[src/rtl/ppr_pkg.sv]
// shared types and constants for the point rotation pipeline
// no dependencies; imported by every ppr_* module and the top level

package ppr_pkg;

   localparam int ANG_W        = 17;   // input angle width
   localparam int Z_W          = 32;   // angle accumulator, 2^-24 degree units
   localparam int X_W          = 34;   // cordic x and y, Q2.30 with headroom
   localparam int CS_W         = 20;   // cosine and sine after rounding, Q2.16 with headroom
   localparam int R_W          = 14;   // residual angle in centidegrees
   localparam int MAG_W        = 13;   // magnitude of the residual
   localparam int TABLE_LEN    = 24;
   localparam int ANG_LAT      = 3;    // register stages in ppr_angle

   localparam int FULL_TURN    = 36000;
   localparam int QUARTER_TURN = 9000;
   localparam int EIGHTH_TURN  = 4500;

   // z = r * 2^24 / 100 = r * 167772 + floor(4r / 25)
   localparam int Z_INT_MUL    = 167772;
   localparam int Z_FRAC_MUL   = 20972;
   localparam int Z_FRAC_SHIFT = 17;

   localparam int GAIN_Q30     = 652032874;
   localparam int TRIG_SHIFT   = 14;
   localparam int ROUND_HALF   = 8192;
   localparam int FRAC_BITS    = 16;
   localparam int FRAC_MASK    = 65535;

   localparam logic [1:0] QUAD_ZERO  = 2'd0;
   localparam logic [1:0] QUAD_ONE   = 2'd1;
   localparam logic [1:0] QUAD_TWO   = 2'd2;
   localparam logic [1:0] QUAD_THREE = 2'd3;

   // atan(2^-i) in 2^-24 degree units
   localparam logic signed [Z_W-1:0] ATAN_TAB [TABLE_LEN] = '{
      32'sd754974720, 32'sd445687602, 32'sd235489089, 32'sd119537938,
      32'sd60000934,  32'sd30029717,  32'sd15018523,  32'sd7509720,
      32'sd3754917,   32'sd1877466,   32'sd938734,    32'sd469367,
      32'sd234684,    32'sd117342,    32'sd58671,     32'sd29335,
      32'sd14668,     32'sd7334,      32'sd3667,      32'sd1833,
      32'sd917,       32'sd458,       32'sd229,       32'sd115
   };

   typedef struct packed {
      logic signed [X_W-1:0] x;
      logic signed [X_W-1:0] y;
      logic signed [Z_W-1:0] z;
      logic [1:0]            quad;
   } cordic_type;

endpackage

[src/rtl/ppr_angle.sv]
// angle reduction: wrap to a full turn, split into quadrant and residual,
// scale the residual to 2^-24 degree units; three register stages; uses ppr_pkg

module ppr_angle
   import ppr_pkg::*;
(
   input  logic                    clock,
   input  logic                    reset,
   input  logic                    in_valid,
   input  logic signed [ANG_W-1:0] in_angle,
   output logic                    out_valid,
   output logic signed [Z_W-1:0]   out_z,
   output logic [1:0]              out_quad
);

   logic signed [ANG_W+1:0] a_ext;
   logic signed [ANG_W+1:0] wrap;
   logic [15:0]             red_in;
   logic [15:0]             red_ff;
   logic                    v1_ff;

   logic signed [R_W-1:0]   r_in;
   logic signed [R_W-1:0]   r_ff;
   logic [1:0]              q_in;
   logic [1:0]              q_ff;
   logic                    v2_ff;

   logic [MAG_W-1:0]        mag;
   logic [30:0]             z_int;
   logic [27:0]             z_frac;
   logic [30:0]             z_mag;
   logic signed [Z_W-1:0]   z_in;
   logic signed [Z_W-1:0]   z_ff;
   logic [1:0]              q3_ff;
   logic                    v3_ff;

   // stage 1: modulo a full turn
   always_comb begin
      a_ext = (ANG_W+2)'(in_angle);
      if (a_ext < -FULL_TURN) begin
         wrap = a_ext + (ANG_W+2)'(2 * FULL_TURN);
      end else if (a_ext < 0) begin
         wrap = a_ext + (ANG_W+2)'(FULL_TURN);
      end else if (a_ext >= FULL_TURN) begin
         wrap = a_ext - (ANG_W+2)'(FULL_TURN);
      end else begin
         wrap = a_ext;
      end
      red_in = wrap[15:0];
   end

   // stage 2: nearest quarter turn and residual
   always_comb begin
      if (red_ff <= 16'(EIGHTH_TURN)) begin
         q_in = QUAD_ZERO;
         r_in = R_W'($signed({1'b0, red_ff}));
      end else if (red_ff <= 16'(QUARTER_TURN + EIGHTH_TURN)) begin
         q_in = QUAD_ONE;
         r_in = R_W'($signed({1'b0, red_ff}) - QUARTER_TURN);
      end else if (red_ff <= 16'(2 * QUARTER_TURN + EIGHTH_TURN)) begin
         q_in = QUAD_TWO;
         r_in = R_W'($signed({1'b0, red_ff}) - 2 * QUARTER_TURN);
      end else if (red_ff <= 16'(3 * QUARTER_TURN + EIGHTH_TURN)) begin
         q_in = QUAD_THREE;
         r_in = R_W'($signed({1'b0, red_ff}) - 3 * QUARTER_TURN);
      end else begin
         q_in = QUAD_ZERO;
         r_in = R_W'($signed({1'b0, red_ff}) - FULL_TURN);
      end
   end

   // stage 3: z = r * 2^24 / 100, truncated toward zero
   always_comb begin
      mag    = r_ff[R_W-1] ? MAG_W'(-r_ff) : MAG_W'(r_ff);
      z_int  = 31'(mag) * 31'(Z_INT_MUL);
      z_frac = 28'(mag) * 28'(Z_FRAC_MUL);
      z_mag  = z_int + 31'(z_frac[27:Z_FRAC_SHIFT]);
      z_in   = r_ff[R_W-1] ? -$signed({1'b0, z_mag}) : $signed({1'b0, z_mag});
   end

   always_ff @(posedge clock) begin
      if (reset) begin
         v1_ff <= 1'b0;
         v2_ff <= 1'b0;
         v3_ff <= 1'b0;
      end else begin
         v1_ff <= in_valid;
         v2_ff <= v1_ff;
         v3_ff <= v2_ff;
      end
   end

   always_ff @(posedge clock) begin
      red_ff <= red_in;
      r_ff   <= r_in;
      q_ff   <= q_in;
      z_ff   <= z_in;
      q3_ff  <= q_ff;
   end

   assign out_valid = v3_ff;
   assign out_z     = z_ff;
   assign out_quad  = q3_ff;

endmodule

[config.mk]
export PLATFORM = sky130hd
export DESIGN_NAME = ppr_angle
export DESIGN_NICKNAME = d
export VERILOG_FILES = /design/src/rtl/ppr_pkg.sv /design/src/rtl/ppr_angle.sv
export SDC_FILE = /design/constraint.sdc
export NUM_CORES = 1
export LEC_CHECK = 0
export ABC_AREA = 1
export BUFFER_PORTS_ARGS = -buffer_cell sky130_fd_sc_hd__buf_2
export CAP_MARGIN = 30
export CORE_UTILIZATION = 55
export CTS_BUF_LIST = sky130_fd_sc_hd__clkbuf_2 sky130_fd_sc_hd__clkbuf_4 sky130_fd_sc_hd__clkbuf_8
export DETAILED_ROUTE_END_ITERATION = 10
export GPL_ROUTABILITY_DRIVEN = 0
export PLACE_DENSITY = 0.71
export SLEW_MARGIN = 5
export SYNTH_ARGS = -nofsm -noshare
export SYNTH_HDL_FRONTEND = slang
export SYNTH_SLANG_ARGS = --single-unit
[constraint.sdc]
create_clock -name clock -period 24.2 [get_ports clock]
set_clock_uncertainty 0.1 [all_clocks]
set_input_delay 2.42 -clock clock [delete_from_list [all_inputs] [get_ports clock]]
set_output_delay 2.42 -clock clock [all_outputs]
set_load 0.02 [all_outputs]
==> impl_metrics.toml <==
[outcome]
outcome = "finished, final reports clean"

[routing]
via_count = 11500
wl_per_cell_um = 14.7
finalWirelength_um = 32700
firstDrtPassIters = 6
drc = 0
vias_per_cell = 5.19
drt_iter0_drc = 675
ant_nets = 0

[yosys]
seq_area_frac_synth_pct = 10.7
synth_top_area_cell = "ha_1"
synthFlopType = "dfxtp_1"
synth_edf_count = 0
synthDominantCellAreaShare_pct = 19.0
syn-num-nets = 2179
synth_cell_types = 50
synth.cell_area_um2 = 12900
ys_ff_latch = 69
synth_area_leaders = "ha_1 (19%), fa_1 (18%), inv_1 (13%)"
synth_cells = 1848
async_reset_ff_share_pct = 0
postSynthAreaPerCell_um2 = 6.99
ys_warn_count = 0

[critical_path]
cp-end-kind = "flop"
cp_max_fo = 10
crit_top_cell = "inv_1"
critical-path-top-delay-family = "adder cells"
cp_slowest_stage_delay_ns = 0.63
arrival_ns = 9.64
critPathBufInv = 11
critical_path_depth = 52
required_ns = 24.39
criticalPathCategory = "reg2reg"
reg2reg_depth = 52
cp-start-kind = "flop"
cp_slowest_cell = "dfxtp_1"

[timing]
fin_crit_sh_pct = 39.0
grt_setup_unrepaired = "false"
finalSetupViolCount = 0
worst_pin_slew_ns = 1.00
finalMaxSlewViolations = 0
fin_crit_ns = 9.44
finalHoldViolCount = 0
slew_headroom_pct = 32.9
fin_setup_tns_ns = 0
fmax_ghz = 0.106

[hold_path]
whs_path_depth = 0
hp-class = "reg2reg"

[clocking]
ctsHoldBuffers = 0
clkSlewWorstSetupHoldPaths_ns = 0.10
cts_tree = "done"
cts_buffers = 9
htree_num_levels = 3
cts_max_path_buffers = 2
post_cts_resized = 0
root_buffer = "clkbuf_8"
clock_latency_ns = 0.39
clock_sinks = 69
post_cts_buffers = 0

[place]
dpl.hpwl_um = 28200
port_buffers = 54

[floorplanning]
start_util_pct = 56.5
ios = 55
die_h_um = 155
row_count = 55
dieArea_um2 = 24100
placeableCoreArea_um2 = 22800
die_w_um = 155

[global_route]
grt_max_degree = 36
grt_pass1_wl_um = 54100
grt_usage_pct = 28.7
grt_antenna_before_repair = 0
first_global_vias = 11100
overflow = 0

[job]
cap_viol_max_count = 0

[layout]
drive_above_1_share_pct = 7.17
syn_to_final_growth_pct = 6.57
n_antenna_cell = 0
final-seq-area_um2 = 1380
multiInputGateArea_um2 = 9710
nets = 2236
fill_cells = 2184
==> logic make-up after synthesis <==
kind of cell	after synthesis	synth area share (%)
AOI/OAI and AO/OA	171	7.65
xor gates and xnor gates	90	6.16
adders and majority gates	311	36.8
buffers and inverters	485	14.1
DFF	69	10.7
muxes	1	0.0775
and+or+nand+nor	721	24.5
==> through the flow <==
stage | cells | hold WS [ns] | cell area (um^2) | utilization (%) | worst slack (ns)
final | 2223 | 0.231 | 13800 | 60.3 | 14.76
after global routing | 2223 | 0.236 | 13800 | 60.3 | 13.78
after CTS | 2222 | 0.234 | 13800 | 60.2 | 14.42
after detailed placement | 2206 | 0.216 | 13600 | 59.4 | 14.50
after global placement | 2206 | 0.212 | 13600 | 59.4 | 14.81
after floorplan | 1848 | 0.210 | 12900 | - | 15.71
==> layer usage <==
metal | vias up | track usage (%) | part of all wire [%]
li1 | 5805 | - | -
met2 | 390 | 48.3 | 46
met5 | - | 0 | 0
met4 | 0 | 7.66 | 2.3
met1 | 5298 | 38.9 | 45
met3 | 45 | 3.54 | 6.5
==> area by class of cell <==
type	instances	share of cell area, %
multi-input cells	1294	70.5
flip-flops and latches	69	10.0
inverters	468	12.8
clock buffers	9	0.900
clock inverters	7	0.482
repair buffers	63	2.45
well taps	313	2.84
==> registers in the layout, indices dropped and copies added, names as in the netlist <==
signal	count
v1_ff	1
r_ff	14
out_z	32
out_valid	1
red_ff	16
v2_ff	1
q_ff	2
out_quad	2
==> final timing paths <==
kind | start | endpoint | slack, ns
worst min-delay path | q_ff[0] | out_quad[0] | 0.23
worst max-delay path | r_ff[0] | out_z[29] | 14.76
worst min register to register | q_ff[0] | out_quad[0] | 0.23
worst max register to register | r_ff[0] | out_z[29] | 14.76
==> cells in the mapped netlist (11+ instances only) <==
| library cell | n |
|---|---|
| a21oi_1 | 66 |
| clkbuf_1 | 11 |
| dfxtp_1 | 69 |
| fa_1 | 115 |
| ha_1 | 196 |
| inv_1 | 460 |
| nand2_1 | 397 |
| nand2_2 | 21 |
| nand3_1 | 79 |
| nand4_1 | 31 |
| nor2_1 | 124 |
| nor2_2 | 12 |
| nor3_1 | 18 |
| o21ai_0 | 45 |
| xnor2_1 | 19 |
| xor2_1 | 70 |
==> worst reg2reg max path: cells and delay by family, from the launching register on <==
kind                     cells  cell delay, ns
AND/OR/NAND/NOR             23            2.31
adder cells (fa/ha/maj)      8            3.14
XOR/XNOR                     4            1.05
flip-flops                   1            0.63
buffers and inverters       11            1.02
AO/OA/AOI/OAI                6            1.08
==> layout by cell type, fill, tap and decap left out, drive strengths merged, types with 4 or more instances in the layout <==
cell,instances
a21o,4
a21oi,66
a31oi,6
buf,63
clkbuf,9
clkinv,7
dfxtp,69
fa,115
ha,196
inv,466
nand2,419
nand3,84
nand3b,10
nand4,31
nor2,142
nor3,18
o2111ai,4
o211ai,10
o21ai,54
o21bai,6
o221ai,4
or2,8
xnor2,19
xor2,71
Power is left out: the tool's default activity adds up to more than one toggle a clock period on the data nets, which glitch-free logic cannot reach.
