==> config.mk <==
export PLATFORM = sky130hd
export DESIGN_NAME = ppr_cordic_step
export DESIGN_NICKNAME = d
export VERILOG_FILES = /design/src/rtl/ppr_pkg.sv /design/src/rtl/ppr_cordic_step.sv
export SDC_FILE = /design/constraint.sdc
export NUM_CORES = 1
export LEC_CHECK = 0
export BUFFER_PORTS_ARGS = -buffer_cell sky130_fd_sc_hd__buf_2
export CAP_MARGIN = 20
export CORE_MARGIN = 3
export CORE_UTILIZATION = 40
export DETAILED_ROUTE_END_ITERATION = 16
export SKIP_CTS_REPAIR_TIMING = 1
export SLEW_MARGIN = 25
export SYNTH_ARGS = -nofsm -noshare
export SYNTH_HDL_FRONTEND = slang
export SYNTH_SLANG_ARGS = --single-unit
==> constraint.sdc <==
create_clock -name clock -period 3.3 [get_ports clock]
set_input_delay 0.33 -clock clock [delete_from_list [all_inputs] [get_ports clock]]
set_output_delay 0.33 -clock clock [all_outputs]
set_load 0.005 [all_outputs]
==> src/rtl/ppr_pkg.sv <==
// shared types and constants for the point rotation pipeline
// no dependencies; imported by every ppr_* module and the top level

package ppr_pkg;

   localparam int ANG_W        = 17;   // input angle width
   localparam int Z_W          = 32;   // angle accumulator, 2^-24 degree units
   localparam int X_W          = 34;   // cordic x and y, Q2.30 with headroom
   localparam int CS_W         = 20;   // cosine and sine after rounding, Q2.16 with headroom
   localparam int R_W          = 14;   // residual angle in centidegrees
   localparam int MAG_W        = 13;   // magnitude of the residual
   localparam int TABLE_LEN    = 24;
   localparam int ANG_LAT      = 3;    // register stages in ppr_angle

   localparam int FULL_TURN    = 36000;
   localparam int QUARTER_TURN = 9000;
   localparam int EIGHTH_TURN  = 4500;

   // z = r * 2^24 / 100 = r * 167772 + floor(4r / 25)
   localparam int Z_INT_MUL    = 167772;
   localparam int Z_FRAC_MUL   = 20972;
   localparam int Z_FRAC_SHIFT = 17;

   localparam int GAIN_Q30     = 652032874;
   localparam int TRIG_SHIFT   = 14;
   localparam int ROUND_HALF   = 8192;
   localparam int FRAC_BITS    = 16;
   localparam int FRAC_MASK    = 65535;

   localparam logic [1:0] QUAD_ZERO  = 2'd0;
   localparam logic [1:0] QUAD_ONE   = 2'd1;
   localparam logic [1:0] QUAD_TWO   = 2'd2;
   localparam logic [1:0] QUAD_THREE = 2'd3;

   // atan(2^-i) in 2^-24 degree units
   localparam logic signed [Z_W-1:0] ATAN_TAB [TABLE_LEN] = '{
      32'sd754974720, 32'sd445687602, 32'sd235489089, 32'sd119537938,
      32'sd60000934,  32'sd30029717,  32'sd15018523,  32'sd7509720,
      32'sd3754917,   32'sd1877466,   32'sd938734,    32'sd469367,
      32'sd234684,    32'sd117342,    32'sd58671,     32'sd29335,
      32'sd14668,     32'sd7334,      32'sd3667,      32'sd1833,
      32'sd917,       32'sd458,       32'sd229,       32'sd115
   };

   typedef struct packed {
      logic signed [X_W-1:0] x;
      logic signed [X_W-1:0] y;
      logic signed [Z_W-1:0] z;
      logic [1:0]            quad;
   } cordic_type;

endpackage

==> src/rtl/ppr_cordic_step.sv <==
// one registered rotation-mode cordic iteration
// uses ppr_pkg for the stage record and the arctangent table

module ppr_cordic_step
   import ppr_pkg::*;
#(
   parameter int STEP = 0
) (
   input  logic       clock,
   input  logic       reset,
   input  logic       in_valid,
   input  cordic_type in_data,
   output logic       out_valid,
   output cordic_type out_data
);

   logic signed [X_W-1:0] xs;
   logic signed [X_W-1:0] ys;
   cordic_type            data_in;
   cordic_type            data_ff;
   logic                  valid_ff;

   always_comb begin
      xs = in_data.x >>> STEP;
      ys = in_data.y >>> STEP;
      data_in.quad = in_data.quad;
      if (!in_data.z[Z_W-1]) begin
         data_in.x = in_data.x - ys;
         data_in.y = in_data.y + xs;
         data_in.z = in_data.z - ATAN_TAB[STEP];
      end else begin
         data_in.x = in_data.x + ys;
         data_in.y = in_data.y - xs;
         data_in.z = in_data.z + ATAN_TAB[STEP];
      end
   end

   always_ff @(posedge clock) begin
      if (reset) begin
         valid_ff <= 1'b0;
      end else begin
         valid_ff <= in_valid;
      end
   end

   always_ff @(posedge clock) begin
      data_ff <= data_in;
   end

   assign out_valid = valid_ff;
   assign out_data  = data_ff;

endmodule

==> run_results.csv, run 1 <==
group,metric,value,unit
status,status,"complete, no violations",
synth,synth.distinct_cells,70,
synth,synthesis.area,8020,um2
finish,area_growth,21.9,%
floorplanning,ios,208,
min_path,min_path_cells,1,
placement,port_buffers,207,
synth,synth_ff_type,"dfxtp_1",
timing,relSlewSlack,0.564,
floorplanning,row_count,51,
routing,route.detailed.drc,0,
synth,synth.largest_area_cell,"dfxtp_1",
floorplanning,fp.dieArea,21800,um2
timing,final-max-slew-violation-count,0,
synth,yosys_warnings,0,
finish,multi_input_area,5390,um2
finish,filler_cell_count,1953,
global_routing,grt_pass1_wl,40700,um
power_and_ir_drop,ir_drop,0.230,mV
synth,synth_fp_nets,1229,
global_routing,grtUsageTotal,0.232,
critical_path,crit_fanout,5,
min_path,worstHoldStart,"in_data[20]",
timing,rsz0062_at_grt,"false",
min_path,hold_path.class,"in -> reg",
placement,hpwl,21400,um
floorplanning,start_util,0.410,
power_and_ir_drop,leakage,0.00472,uW
clock_tree,cts_max_level,3,
routing,wl_per_cell,17.5,um
placement,gp_congestion,0.945,
finish,design_area,9780,um2
timing,fin_crit,2880,ps
synth,synth-edff-count,0,
global_routing,grt_pass1_vias,7622,
global_routing,grt_antenna_before_repair,0,
critical_path,worstPathArrival,3160,ps
finish,ff_latch_area,2040,um2
synth,yosys-top-cells-area,"dfxtp_1, ha_1, a21oi_1, xnor2_1, inv_1",
clock_tree,cts_tree,"yes",
timing,tightestPinTransition,653,ps
run,max_cap_viol_count,0,
critical_path,critPathLaunchType,"input pin",
synth,syn_inst,1015,
critical_path,crit_start,"in_data[46]",
routing,dr.pass1.iters,5,
timing,hold_viol,0,
finish,drive_above_1_share,0.228,
routing,first_iter_violations,738,
synth,ys_ff_latch,102,
routing,num_vias,8035,
critical_path,crit_required,3580,ps
synth,synth_common_cells,"a21oi_1, ha_1, dfxtp_1, inv_1, nor2_1",
timing,maxClockFrequency,347,MHz
timing,fin_crit_sh,0.873,
placement,place_area,9500,um2
power_and_ir_drop,powerDensity,428,nW/um2
clock_tree,cts_sinks,102,
finish,antennaDiodeCount,0,
floorplanning,die_h,148,um
critical_path,endpoint_kind,"flop",
synth,yosysTopAreaCellShare,0.254,
routing,vias_per_cell,5.36,
global_routing,grt_overflow,0,
synth,syn_avg_cell_area,7.91,um2
synth,yosysMostFrequentCell,"a21oi_1",
finish,nets,1442,
routing,finalWirelength,26200,um
clock_tree,cts.reportedPaths.clkPinSlew,70,ps
timing,tns,0,ps
synth,ys_seq_area_frac,0.254,
clock_tree,cts-root-buf,"clkbuf_16",
synth,synthArstFlopShare,0,
floorplanning,fp.dieW,148,um
timing,setup_viol,0,
floorplanning,coreArea,19600,um2
clock_tree,numCtsBuffers,9,
global_routing,grt_max_degree,59,
critical_path,critical_path_class,"in -> reg",
routing,antenna_left,0,
min_path,min_delay_worst_endpoint,"out_data[20]",
clock_tree,cts_max_path_buffers,2,
[per-layer routing]
metal	vias up	global-route usage	wire [um]
met2	350	0.382	12000
met3	47	0.0346	1960
met1	3674	0.314	11500
met4	0	0.0718	640
met5	-	0	0
li1	3964	-	-
[worst max path at each step]
| stage | slack (ps) | to |
|---|---|---|
| finish | 420 | out_data[67] |
| global route | 140 | out_data[60] |
| floorplan | 630 | out_data[60] |
| CTS | 490 | out_data[60] |
| global placement | 130 | out_data[98] |
| detailed placement | 120 | out_data[60] |
[final cells by class]
type	instances	area share
Sequential cell	102	0.209
Clock buffer	10	0.0234
Timing Repair Buffer	249	0.138
Inverter	103	0.0395
Clock inverter	6	0.00524
Multi-Input combinational cell	763	0.551
Tap cell	265	0.0339
[power breakdown]
part	internal (uW)	total, uW	leakage (uW)	switching [uW]
clock network	525	1040	0.000134	515
registers	1460	1530	0.000861	69.2
logic	693	1610	0.00372	921
[sequential cells by signal (all words and copies together), names as in the netlist]
register and cells:
out_data 101, out_valid 1
[placed cells by master (no fill, tap or decap), drive strengths merged, types with 17 or more instances in the layout]
master	count
ha	105
o21bai	31
xnor2	60
inv	104
a21o	19
buf	249
o21ai	70
nand3	17
nand2	54
nor2	77
dfxtp	102
a21oi	127
[cells by family after synthesis]
group	Yosys count	synth area share
buffers and inverters	150	0.0734
muxes	10	0.0125
DFF	102	0.254
and+or+nand+nor	228	0.137
AOI/OAI and AO/OA	346	0.273
xor gates and xnor gates	70	0.0764
adders and majority gates	109	0.174
[through the flow]
| step | hold slack [ps] | instances | total power (uW) | util | worst slack (ps) |
|---|---|---|---|---|---|
| after global routing | 62.6 | 1498 | 4440 | 0.499 | 143 |
| after global placement | 432 | 1482 | 3170 | 0.485 | 131 |
| final | 72.7 | 1498 | 4190 | 0.499 | 419 |
| after floorplan | 358 | 1015 | 2480 | - | 627 |
| after CTS | 59.9 | 1498 | 4210 | 0.499 | 486 |
| after detailed placement | 434 | 1482 | 3160 | 0.485 | 119 |
[worst max-delay path, stage by stage]
cell	delay [ps]
buf_2	100
inv_1	50
ha_1	300
nor2b_1	70
a2111oi_0	560
buf_4	220
nand3b_1	100
o21ai_2	180
o2111ai_1	220
a21oi_1	250
buf_4	160
a21boi_0	80
o41ai_1	360
xnor2_1	170
(Power assumes the default switching activity.)
==> run 2, diff against run 1 <==
--- a/config.mk
+++ b/config.mk
@@ -10,6 +10,7 @@
 export CORE_MARGIN = 3
 export CORE_UTILIZATION = 40
 export DETAILED_ROUTE_END_ITERATION = 16
+export PLACE_DENSITY = 0.66
 export SKIP_CTS_REPAIR_TIMING = 1
 export SLEW_MARGIN = 25
 export SYNTH_ARGS = -nofsm -noshare
==> constraint.sdc (replaced) <==
create_clock -name clock -period 2.39 [get_ports clock]
set_input_delay 0.239 -clock clock [delete_from_list [all_inputs] [get_ports clock]]
set_output_delay 0.239 -clock clock [all_outputs]
set_load 0.005 [all_outputs]
==> run 2 against run 1 <==
- the run now ends with negative setup slack left
- die area did not move
- wire length rose by 15%
- worst setup slack got worse by 460 ps
- via count rose by 15%
- clock-buffer cell count fell by 1
- total power rose by 56%
- largest power group unchanged
==> run_results.csv, run 2 (synthesis gave the netlist of run 1 again) <==
group,metric,value,unit
status,status,"finished with violations",
status,violations,"negative setup slack",
routing,antenna_left,0,
power_and_ir_drop,ir_drop,0.304,mV
placement,dp.cells,1708,
global_routing,grt_pass1_vias,8648,
critical_path,critical_path_class,"in -> reg",
clock_tree,cts_sinks,102,
finish,antennaDiodeCount,0,
finish,design_area,12400,um2
power_and_ir_drop,pwr-share-seq,0.325,
critical_path,crit_fanout,5,
power_and_ir_drop,powerDensity,528,nW/um2
critical_path,endpoint_kind,"flop",
power_and_ir_drop,leakage,0.00603,uW
floorplanning,start_util,0.410,
finish,filler_cell_count,1692,
routing,num_vias,9271,
timing,final-max-slew-violation-count,0,
min_path,hold_path.class,"in -> reg",
finish,most-common-layout-cells,"buf_4, buf_2, a21oi_1, dfxtp_1, inv_1",
finish,area_growth,54.5,%
critical_path,crit_required,2630,ps
routing,first_iter_violations,745,
floorplanning,die_h,148,um
timing,fin_crit,2430,ps
global_routing,grtUsageTotal,0.250,
timing,rsz0062_at_grt,"true",
timing,relSlewSlack,0.631,
global_routing,grt_max_degree,47,
global_routing,grt_pass1_wl,44100,um
power_and_ir_drop,netSwitchingFraction,0.360,
placement,place_area,11300,um2
finish,layout_commonest_cell,"buf_4",
floorplanning,fp.dieW,148,um
finish,largest_reg_flops,101,
floorplanning,fp.dieArea,21800,um2
power_and_ir_drop,clkPwrFrac,0.229,
routing,dr.pass1.iters,6,
routing,wl_per_cell,17.1,um
routing,finalWirelength,30000,um
timing,hold_viol,0,
finish,nets,1699,
power_and_ir_drop,internal_power,4190,uW
critical_path,worstPathArrival,2680,ps
clock_tree,cts-root-buf,"clkbuf_16",
floorplanning,row_count,51,
timing,tightestPinTransition,554,ps
critical_path,critPathLaunchType,"input pin",
finish,fin_cells,1755,
global_routing,grt_overflow,0,
placement,hpwl,23400,um
clock_tree,cts.reportedPaths.clkPinSlew,70,ps
floorplanning,coreArea,19600,um2
timing,setup_viol,1,
placement,port_buffers,207,
timing,worst_slack,-44.5,ps
clock_tree,cts_max_level,3,
finish,drive_above_1_share,0.407,
timing,maxClockFrequency,411,MHz
routing,route.detailed.drc,0,
clock_tree,cts_tree,"yes",
placement,gp_congestion,1.01,
run,max_cap_viol_count,0,
clock_tree,numCtsBuffers,9,
floorplanning,ios,208,
clock_tree,cts_max_path_buffers,2,
power_and_ir_drop,p_comb_frac,0.446,
global_routing,grt_antenna_before_repair,0,
power_and_ir_drop,switching_power,2350,uW
routing,vias_per_cell,5.28,
timing,fin_crit_sh,1.02,
## run 2: worst max-delay path: stages
cell and delay, ps:
buf_2 110, buf_4 140, ha_4 170, a2111oi_4 350, buf_4 160, nand3b_1 100
o21ai_2 250, o2111ai_2 200, a21oi_2 180, buf_6 140, a21boi_2 60, o41ai_2 460
xnor2_1 120
## run 2: path summary, 6_finish.rpt
path,start,end,slack [ps],cells past startpoint
hold / removal,in_data[17],out_data[17],5,1
setup / recovery,in_data[80],out_data[67],-40,13
## run 2: cell type report
type / instances / area (um2) / area share
timing repair buffer: 506 / 3380 / 0.273
tap: 265 / 332 / 0.0267
clock inverter: 7 / 62.6 / 0.00505
clock buffer: 9 / 225 / 0.0182
inverter: 103 / 388 / 0.0313
sequential: 102 / 2040 / 0.165
multi-input combinational: 763 / 5970 / 0.481
## run 2: stage by stage
step           total power (uW)  utilization  setup slack, ps  hold WS [ps]  setup TNS [ps]
2_1_floorplan              3440            -            -55.2           267           -87.3
3_3_place_gp               4800        0.575             -699           342          -17060
3_5_place_dp               4820        0.575             -789           343          -18320
4_1_cts                    6310        0.589             -428         -30.5           -3060
5_1_grt                    6900        0.633             -132          2.30            -518
6_report                   6540        0.633            -44.5          5.36           -44.5
## run 2: metal layers
layer  up-vias  GRT usage  routed length, um
met3        47     0.0362               2150
met4         0     0.0662                620
met1      4292      0.327              12700
li1       4478          -                  -
met2       454      0.431              14500
met5         -          0                  0
## run 2: power groups by stage
stage	Combinational [uW]	Clock (uW)	Sequential [uW]
after floorplan	1250	0	2190
after global placement	2630	0	2170
after detailed placement	2650	0	2170
after CTS	2660	1510	2130
after global routing	3150	1590	2150
final	2920	1500	2130
