File: config.mk
export PLATFORM = sky130hd
export DESIGN_NAME = ppr_combine
export DESIGN_NICKNAME = d
export VERILOG_FILES = /design/src/rtl/ppr_pkg.sv /design/src/rtl/ppr_combine.sv
export SDC_FILE = /design/constraint.sdc
export NUM_CORES = 2
export LEC_CHECK = 0
export ABC_CLOCK_PERIOD_IN_PS = 10800
export BUFFER_PORTS_ARGS = -buffer_cell sky130_fd_sc_hd__buf_2
export CAP_MARGIN = 25
export CORE_UTILIZATION = 70
export DETAILED_ROUTE_END_ITERATION = 16
export GPL_TIMING_DRIVEN = 0
export PLACE_DENSITY = 0.87
export SYNTH_ARGS = -nofsm -noshare
export SYNTH_HDL_FRONTEND = slang
export SYNTH_SLANG_ARGS = --single-unit
File: constraint.sdc
create_clock -name clock -period 10.8 [get_ports clock]
set_input_delay 0 -clock clock [delete_from_list [all_inputs] [get_ports clock]]
set_output_delay 0 -clock clock [all_outputs]
set_load 0.01 [all_outputs]
File: src/rtl/ppr_pkg.sv
// shared types and constants for the point rotation pipeline
// no dependencies; imported by every ppr_* module and the top level

package ppr_pkg;

   localparam int ANG_W        = 17;   // input angle width
   localparam int Z_W          = 32;   // angle accumulator, 2^-24 degree units
   localparam int X_W          = 34;   // cordic x and y, Q2.30 with headroom
   localparam int CS_W         = 20;   // cosine and sine after rounding, Q2.16 with headroom
   localparam int R_W          = 14;   // residual angle in centidegrees
   localparam int MAG_W        = 13;   // magnitude of the residual
   localparam int TABLE_LEN    = 24;
   localparam int ANG_LAT      = 3;    // register stages in ppr_angle

   localparam int FULL_TURN    = 36000;
   localparam int QUARTER_TURN = 9000;
   localparam int EIGHTH_TURN  = 4500;

   // z = r * 2^24 / 100 = r * 167772 + floor(4r / 25)
   localparam int Z_INT_MUL    = 167772;
   localparam int Z_FRAC_MUL   = 20972;
   localparam int Z_FRAC_SHIFT = 17;

   localparam int GAIN_Q30     = 652032874;
   localparam int TRIG_SHIFT   = 14;
   localparam int ROUND_HALF   = 8192;
   localparam int FRAC_BITS    = 16;
   localparam int FRAC_MASK    = 65535;

   localparam logic [1:0] QUAD_ZERO  = 2'd0;
   localparam logic [1:0] QUAD_ONE   = 2'd1;
   localparam logic [1:0] QUAD_TWO   = 2'd2;
   localparam logic [1:0] QUAD_THREE = 2'd3;

   // atan(2^-i) in 2^-24 degree units
   localparam logic signed [Z_W-1:0] ATAN_TAB [TABLE_LEN] = '{
      32'sd754974720, 32'sd445687602, 32'sd235489089, 32'sd119537938,
      32'sd60000934,  32'sd30029717,  32'sd15018523,  32'sd7509720,
      32'sd3754917,   32'sd1877466,   32'sd938734,    32'sd469367,
      32'sd234684,    32'sd117342,    32'sd58671,     32'sd29335,
      32'sd14668,     32'sd7334,      32'sd3667,      32'sd1833,
      32'sd917,       32'sd458,       32'sd229,       32'sd115
   };

   typedef struct packed {
      logic signed [X_W-1:0] x;
      logic signed [X_W-1:0] y;
      logic signed [Z_W-1:0] z;
      logic [1:0]            quad;
   } cordic_type;

endpackage

File: src/rtl/ppr_combine.sv
// rounds cosine and sine, applies the quarter turn, forms pivot + R * delta,
// truncates toward zero and saturates; four register stages; uses ppr_pkg

module ppr_combine
   import ppr_pkg::*;
#(
   parameter int COORD_BITS = 16
) (
   input  logic                         clock,
   input  logic                         reset,
   input  logic                         in_valid,
   input  logic signed [X_W-1:0]        in_x,
   input  logic signed [X_W-1:0]        in_y,
   input  logic [1:0]                   in_quad,
   input  logic signed [COORD_BITS-1:0] in_px,
   input  logic signed [COORD_BITS-1:0] in_py,
   input  logic signed [COORD_BITS:0]   in_dx,
   input  logic signed [COORD_BITS:0]   in_dy,
   output logic                         out_valid,
   output logic signed [COORD_BITS-1:0] out_x,
   output logic signed [COORD_BITS-1:0] out_y,
   output logic                         out_clipped
);

   localparam int PW = COORD_BITS + 1 + CS_W;
   localparam int SW = PW + 2;
   localparam logic signed [SW-1:0] HI =
      {{(SW-COORD_BITS+1){1'b0}}, {(COORD_BITS-1){1'b1}}};
   localparam logic signed [SW-1:0] LO = ~HI;

   // stage 1
   logic signed [X_W-1:0]        c_full;
   logic signed [X_W-1:0]        s_full;
   logic signed [CS_W-1:0]       c_rnd;
   logic signed [CS_W-1:0]       s_rnd;
   logic signed [CS_W-1:0]       cq_in;
   logic signed [CS_W-1:0]       sq_in;
   logic signed [CS_W-1:0]       cq_ff;
   logic signed [CS_W-1:0]       sq_ff;
   logic signed [COORD_BITS-1:0] px1_ff;
   logic signed [COORD_BITS-1:0] py1_ff;
   logic signed [COORD_BITS:0]   dx1_ff;
   logic signed [COORD_BITS:0]   dy1_ff;
   logic                         v1_ff;

   // stage 2
   logic signed [PW-1:0]         dxc_ff;
   logic signed [PW-1:0]         dys_ff;
   logic signed [PW-1:0]         dxs_ff;
   logic signed [PW-1:0]         dyc_ff;
   logic signed [COORD_BITS-1:0] px2_ff;
   logic signed [COORD_BITS-1:0] py2_ff;
   logic                         v2_ff;

   // stage 3
   logic signed [SW-1:0]         sum_x_in;
   logic signed [SW-1:0]         sum_y_in;
   logic signed [SW-1:0]         sum_x_ff;
   logic signed [SW-1:0]         sum_y_ff;
   logic                         v3_ff;

   // stage 4
   logic signed [SW-1:0]         bias_x;
   logic signed [SW-1:0]         bias_y;
   logic signed [SW-1:0]         qx;
   logic signed [SW-1:0]         qy;
   logic signed [COORD_BITS-1:0] rx_in;
   logic signed [COORD_BITS-1:0] ry_in;
   logic                         clip_x;
   logic                         clip_y;
   logic signed [COORD_BITS-1:0] rx_ff;
   logic signed [COORD_BITS-1:0] ry_ff;
   logic                         clip_ff;
   logic                         v4_ff;

   always_comb begin
      c_full = (in_x + X_W'(ROUND_HALF)) >>> TRIG_SHIFT;
      s_full = (in_y + X_W'(ROUND_HALF)) >>> TRIG_SHIFT;
      c_rnd  = c_full[CS_W-1:0];
      s_rnd  = s_full[CS_W-1:0];
      case (in_quad)
         QUAD_ZERO: begin
            cq_in = c_rnd;
            sq_in = s_rnd;
         end
         QUAD_ONE: begin
            cq_in = -s_rnd;
            sq_in = c_rnd;
         end
         QUAD_TWO: begin
            cq_in = -c_rnd;
            sq_in = -s_rnd;
         end
         default: begin
            cq_in = s_rnd;
            sq_in = -c_rnd;
         end
      endcase
   end

   always_comb begin
      sum_x_in = (SW'(px2_ff) <<< FRAC_BITS) + SW'(dxc_ff) - SW'(dys_ff);
      sum_y_in = (SW'(py2_ff) <<< FRAC_BITS) + SW'(dxs_ff) + SW'(dyc_ff);
   end

   // truncate toward zero, then clamp
   always_comb begin
      bias_x = sum_x_ff[SW-1] ? SW'(FRAC_MASK) : SW'(0);
      bias_y = sum_y_ff[SW-1] ? SW'(FRAC_MASK) : SW'(0);
      qx     = (sum_x_ff + bias_x) >>> FRAC_BITS;
      qy     = (sum_y_ff + bias_y) >>> FRAC_BITS;
      clip_x = 1'b1;
      clip_y = 1'b1;
      if (qx > HI) begin
         rx_in = HI[COORD_BITS-1:0];
      end else if (qx < LO) begin
         rx_in = LO[COORD_BITS-1:0];
      end else begin
         rx_in  = qx[COORD_BITS-1:0];
         clip_x = 1'b0;
      end
      if (qy > HI) begin
         ry_in = HI[COORD_BITS-1:0];
      end else if (qy < LO) begin
         ry_in = LO[COORD_BITS-1:0];
      end else begin
         ry_in  = qy[COORD_BITS-1:0];
         clip_y = 1'b0;
      end
   end

   always_ff @(posedge clock) begin
      if (reset) begin
         v1_ff <= 1'b0;
         v2_ff <= 1'b0;
         v3_ff <= 1'b0;
         v4_ff <= 1'b0;
      end else begin
         v1_ff <= in_valid;
         v2_ff <= v1_ff;
         v3_ff <= v2_ff;
         v4_ff <= v3_ff;
      end
   end

   always_ff @(posedge clock) begin
      cq_ff    <= cq_in;
      sq_ff    <= sq_in;
      px1_ff   <= in_px;
      py1_ff   <= in_py;
      dx1_ff   <= in_dx;
      dy1_ff   <= in_dy;
      dxc_ff   <= PW'(dx1_ff) * PW'(cq_ff);
      dys_ff   <= PW'(dy1_ff) * PW'(sq_ff);
      dxs_ff   <= PW'(dx1_ff) * PW'(sq_ff);
      dyc_ff   <= PW'(dy1_ff) * PW'(cq_ff);
      px2_ff   <= px1_ff;
      py2_ff   <= py1_ff;
      sum_x_ff <= sum_x_in;
      sum_y_ff <= sum_y_in;
      rx_ff    <= rx_in;
      ry_ff    <= ry_in;
      clip_ff  <= clip_x | clip_y;
   end

   assign out_valid   = v4_ff;
   assign out_x       = rx_ff;
   assign out_y       = ry_ff;
   assign out_clipped = clip_ff;

endmodule

==> key figures <==
Outcome
  • Status: finished with violations
  • Failing checks: negative hold slack

Clock tree
  • Clk sinks: 401
  • CTS Buf Count: 44
  • CTS clk-pin slew, worst paths: 0.06 ns
  • Clock latency on the worst-skew pair: 0.67 ns
  • Hold Buf Count CTS: just over 100
  • Post-CTS Setup Inserts: 0
  • PostCTS Resize Cnt: 0
  • Buffer depth of the longest clock path: 3
  • CTS tree: done
  • H-tree depth: 2
  • Clk root buf: clkbuf_16

Detailed routing
  • Avg WL per Cell: 29.49 µm
  • Met1 WL: approximately 84000 µm
  • Drt first pass iters: 9
  • Met3 wire length: 41830 µm
  • Max layer used: met5
  • DRT iter0 DRCs: 7811
  • WL final: 262400 µm
  • Number of remaining DRC errors: 0
  • Met2 wire length: 108600 µm
  • Routed Antenna Nets: 0
  • Vias post-DR: 57690
  • Via density: approximately 6.5

Setup path
  • R2R setup slack: 1.41 ns
  • Critical path class: flip-flop to flip-flop
  • Worst r2r src: sq_ff[9]$_DFF_P_
  • Worst r2r path cells: 22
  • Reg2reg end: dxs_ff[36]$_DFF_P_
  • Cells along the critical path: clkbuf_1, nand2_1, fa_1, fa_1, fa_1, fa_1, inv_1, fa_1, inv_1, fa_1, inv_1, ha_1, a211o_1, o211ai_1, a211o_1, a21boi_1, a221oi_1, o311ai_0, a41oi_1, nor2_1, a311oi_1, buf_2
  • Max stage delay on crit path: 1.09 ns
  • Arrival time worst endpoint: 9.97 ns
  • Crit-path max FO: 10
  • CP max stage cell: dfxtp_1
  • Worst path required time: approximately 11 ns
  • Worst Setup Start Kind: flip-flop
  • Most frequent CP cell: fa_1
  • Worst Setup End Kind: flip-flop

Floorplan
  • Num rows: 113
  • Die ar.: slightly below 0.1 mm²
  • CORE AREA: roughly 0.095 mm²
  • Die H: 311.8 µm
  • Starting Density: between 70% and 80%
  • Die W: 311.8 µm
  • IO Count: about 170

Hold path
  • Hold path depth: 2
  • Worst min path class: input pin to flip-flop
  • Worst Hold Path EP: py1_ff[1]$_DFF_P_
  • HP Start: in_py[1]

STA
  • WHS: -0.02224 ns
  • Skew final: 0.04337 ns
  • Max transition margin: 7.431%
  • RSZ-0062 raised after global routing: no
  • Endpoints failing hold: 2
  • Highest Clock Rate: about 0.11 GHz
  • Actual slew at the worst max-slew pin: 1.389 ns
  • Tcrit/Tclk final: 86.97%
  • Post-Route Setup TNS: 0 ns
  • Fin crit period: 9.393 ns
  • Pins Over Slew Limit: 0
  • Setup-failing EPs final: 0

Logic synthesis
  • Ys async rst share: 0%
  • Synth warn: 0
  • Post-Syn Nets: 9226
  • Ys flop type: dfxtp_1
  • Sequential area share after synthesis: about an eighth
  • Top cells by area, synth: fa_1, dfxtp_1, ha_1
  • Cell area after synthesis: approximately 0.067 mm²
  • Top cell type's share of synthesized area: 41.95%
  • Synth top cells by count: inv_1, fa_1, nand2_1
  • Count leader, synth: inv_1
  • Synth Register Bits: 401
  • Avg Inst Size Synth: 9.366 µm²
  • Synth area leader: fa_1
  • Post-Syn Instances: 7175
  • Cell variety after synth: 88
  • Post-synth EDFFs: 0

Place
  • Final Wtd Congestion: 1.160
  • # port buffers: between 100 and 150
  • Final HPWL DP: 205100 µm

Finish
  • Layout area overhead: 8.539%
  • Share of cells above drive strength 1: 4.293%
  • Fill cells: 6378
  • Nets@finish: roughly 9600

Global routing
  • Initial antenna violation count: just under 70
  • First-pass GRT wire length: roughly 380000 µm
  • Tot GR Track Use: between 50% and 60%
  • Largest net degree at the start of global routing: 21
  • Vias in the first global route: roughly 60000
  • Grt total ovfl: 0

Job
  • Max cap viols: 0
-- logic make-up (layout without fill, tap and decap cells) --
logic type	Yosys count	after routing	share of synthesized area [%]
AOI/OAI and AO/OA	714	714	6.943
xor gates and xnor gates	287	287	3.741
adders and majority gates	1912	1912	51.33
buffers and inverters	1795	2167	10.04
DFF	401	401	11.95
muxes	37	37	0.8434
other	0	84	0
and+or+nand+nor	2029	2029	15.15
-- critical path, delay by kind of cell, from the launching register on --
family | cells | cell delay, ns
buffers and inverters | 5 | 1.35
AOI/OAI and AO/OA | 8 | 2.97
and+or+nand+nor | 2 | 0.43
DFF | 1 | 1.09
adders and majority gates | 7 | 3.45
-- layout by cell type, fill, tap and decap left out, types with 44 or more instances in the layout --
cell           netlist  layout
a21o_1              94      94
a21oi_1            197     197
and2_1             673     673
and3_1              44      44
buf_2                3     145
clkbuf_1           287     297
clkbuf_16            0      44
dfxtp_1            401     401
diode_2              0      84
dlygate4sd3_1        0     103
fa_1              1408    1408
ha_1               504     504
inv_1             1498    1498
nand2_1            764     764
nand3_1             83      83
nor2_1             242     242
o21ai_0            147     147
xnor2_1            204     204
xor2_1              83      83
-- state kept, by name, summed over array words and instances, names as in the netlist, 20 cells and up --
register and flops:
dxc_ff 37, sum_x_ff 39, dyc_ff 37, sq_ff 20
dys_ff 37, dxs_ff 37, sum_y_ff 39, cq_ff 20
-- worst max path at each step --
stage	start	endpoint	slack [ns]	cells past startpoint
4_1_cts	sq_ff[10]$_DFF_P_	dxs_ff[36]$_DFF_P_	2.27	22
6_report	sq_ff[9]$_DFF_P_	dxs_ff[36]$_DFF_P_	1.41	22
5_1_grt	sq_ff[9]$_DFF_P_	dxs_ff[36]$_DFF_P_	1.56	22
2_1_floorplan	sq_ff[10]$_DFF_P_	dxs_ff[33]$_DFF_P_	4.50	21
3_5_place_dp	sq_ff[8]$_DFF_P_	dxs_ff[36]$_DFF_P_	2.27	22
3_3_place_gp	sq_ff[8]$_DFF_P_	dxs_ff[36]$_DFF_P_	1.87	21
-- per-layer routing --
layer / track usage [%] / vias to the layer above
met5: 0.3953 / -
met4: 44.67 / 30
met3: 25.46 / 1683
met2: 79.11 / 5117
met1: 63.15 / 28260
li1: - / 22600
-- layout make-up --
type	count	area (µm²)	area share (%)
Tap cell	1265	1583	2.170
Inverter	1498	5623	7.709
Buffer	297	1126	1.544
Antenna cell	84	210.2	0.2882
Sequential cell	401	8028	11.01
Multi-Input combinational cell	4979	52420	71.88
Timing Repair Buffer	291	2424	3.323
Clock buffer	62	1249	1.712
Clock inverter	19	271.5	0.3723
-- per-stage QoR --
stage | cell area [µm²] | setup slack (ns) | hold WS (ns) | std cells | util, %
after global placement | 69490 | 1.875 | 0.1021 | 8581 | 73.14
after detailed placement | 69780 | 2.265 | 0.1036 | 8601 | 73.45
final | 72940 | 1.407 | -0.02224 | 8896 | 76.77
after CTS | 72340 | 2.270 | 0.0003511 | 8785 | 76.13
after floorplan | 67200 | 4.499 | 0.02772 | 7175 | -
after global routing | 72760 | 1.565 | 0.006498 | 8826 | 76.58
Power is left out: the tool's default activity adds up to more than one toggle a clock period on the data nets, which glitch-free logic cannot reach.
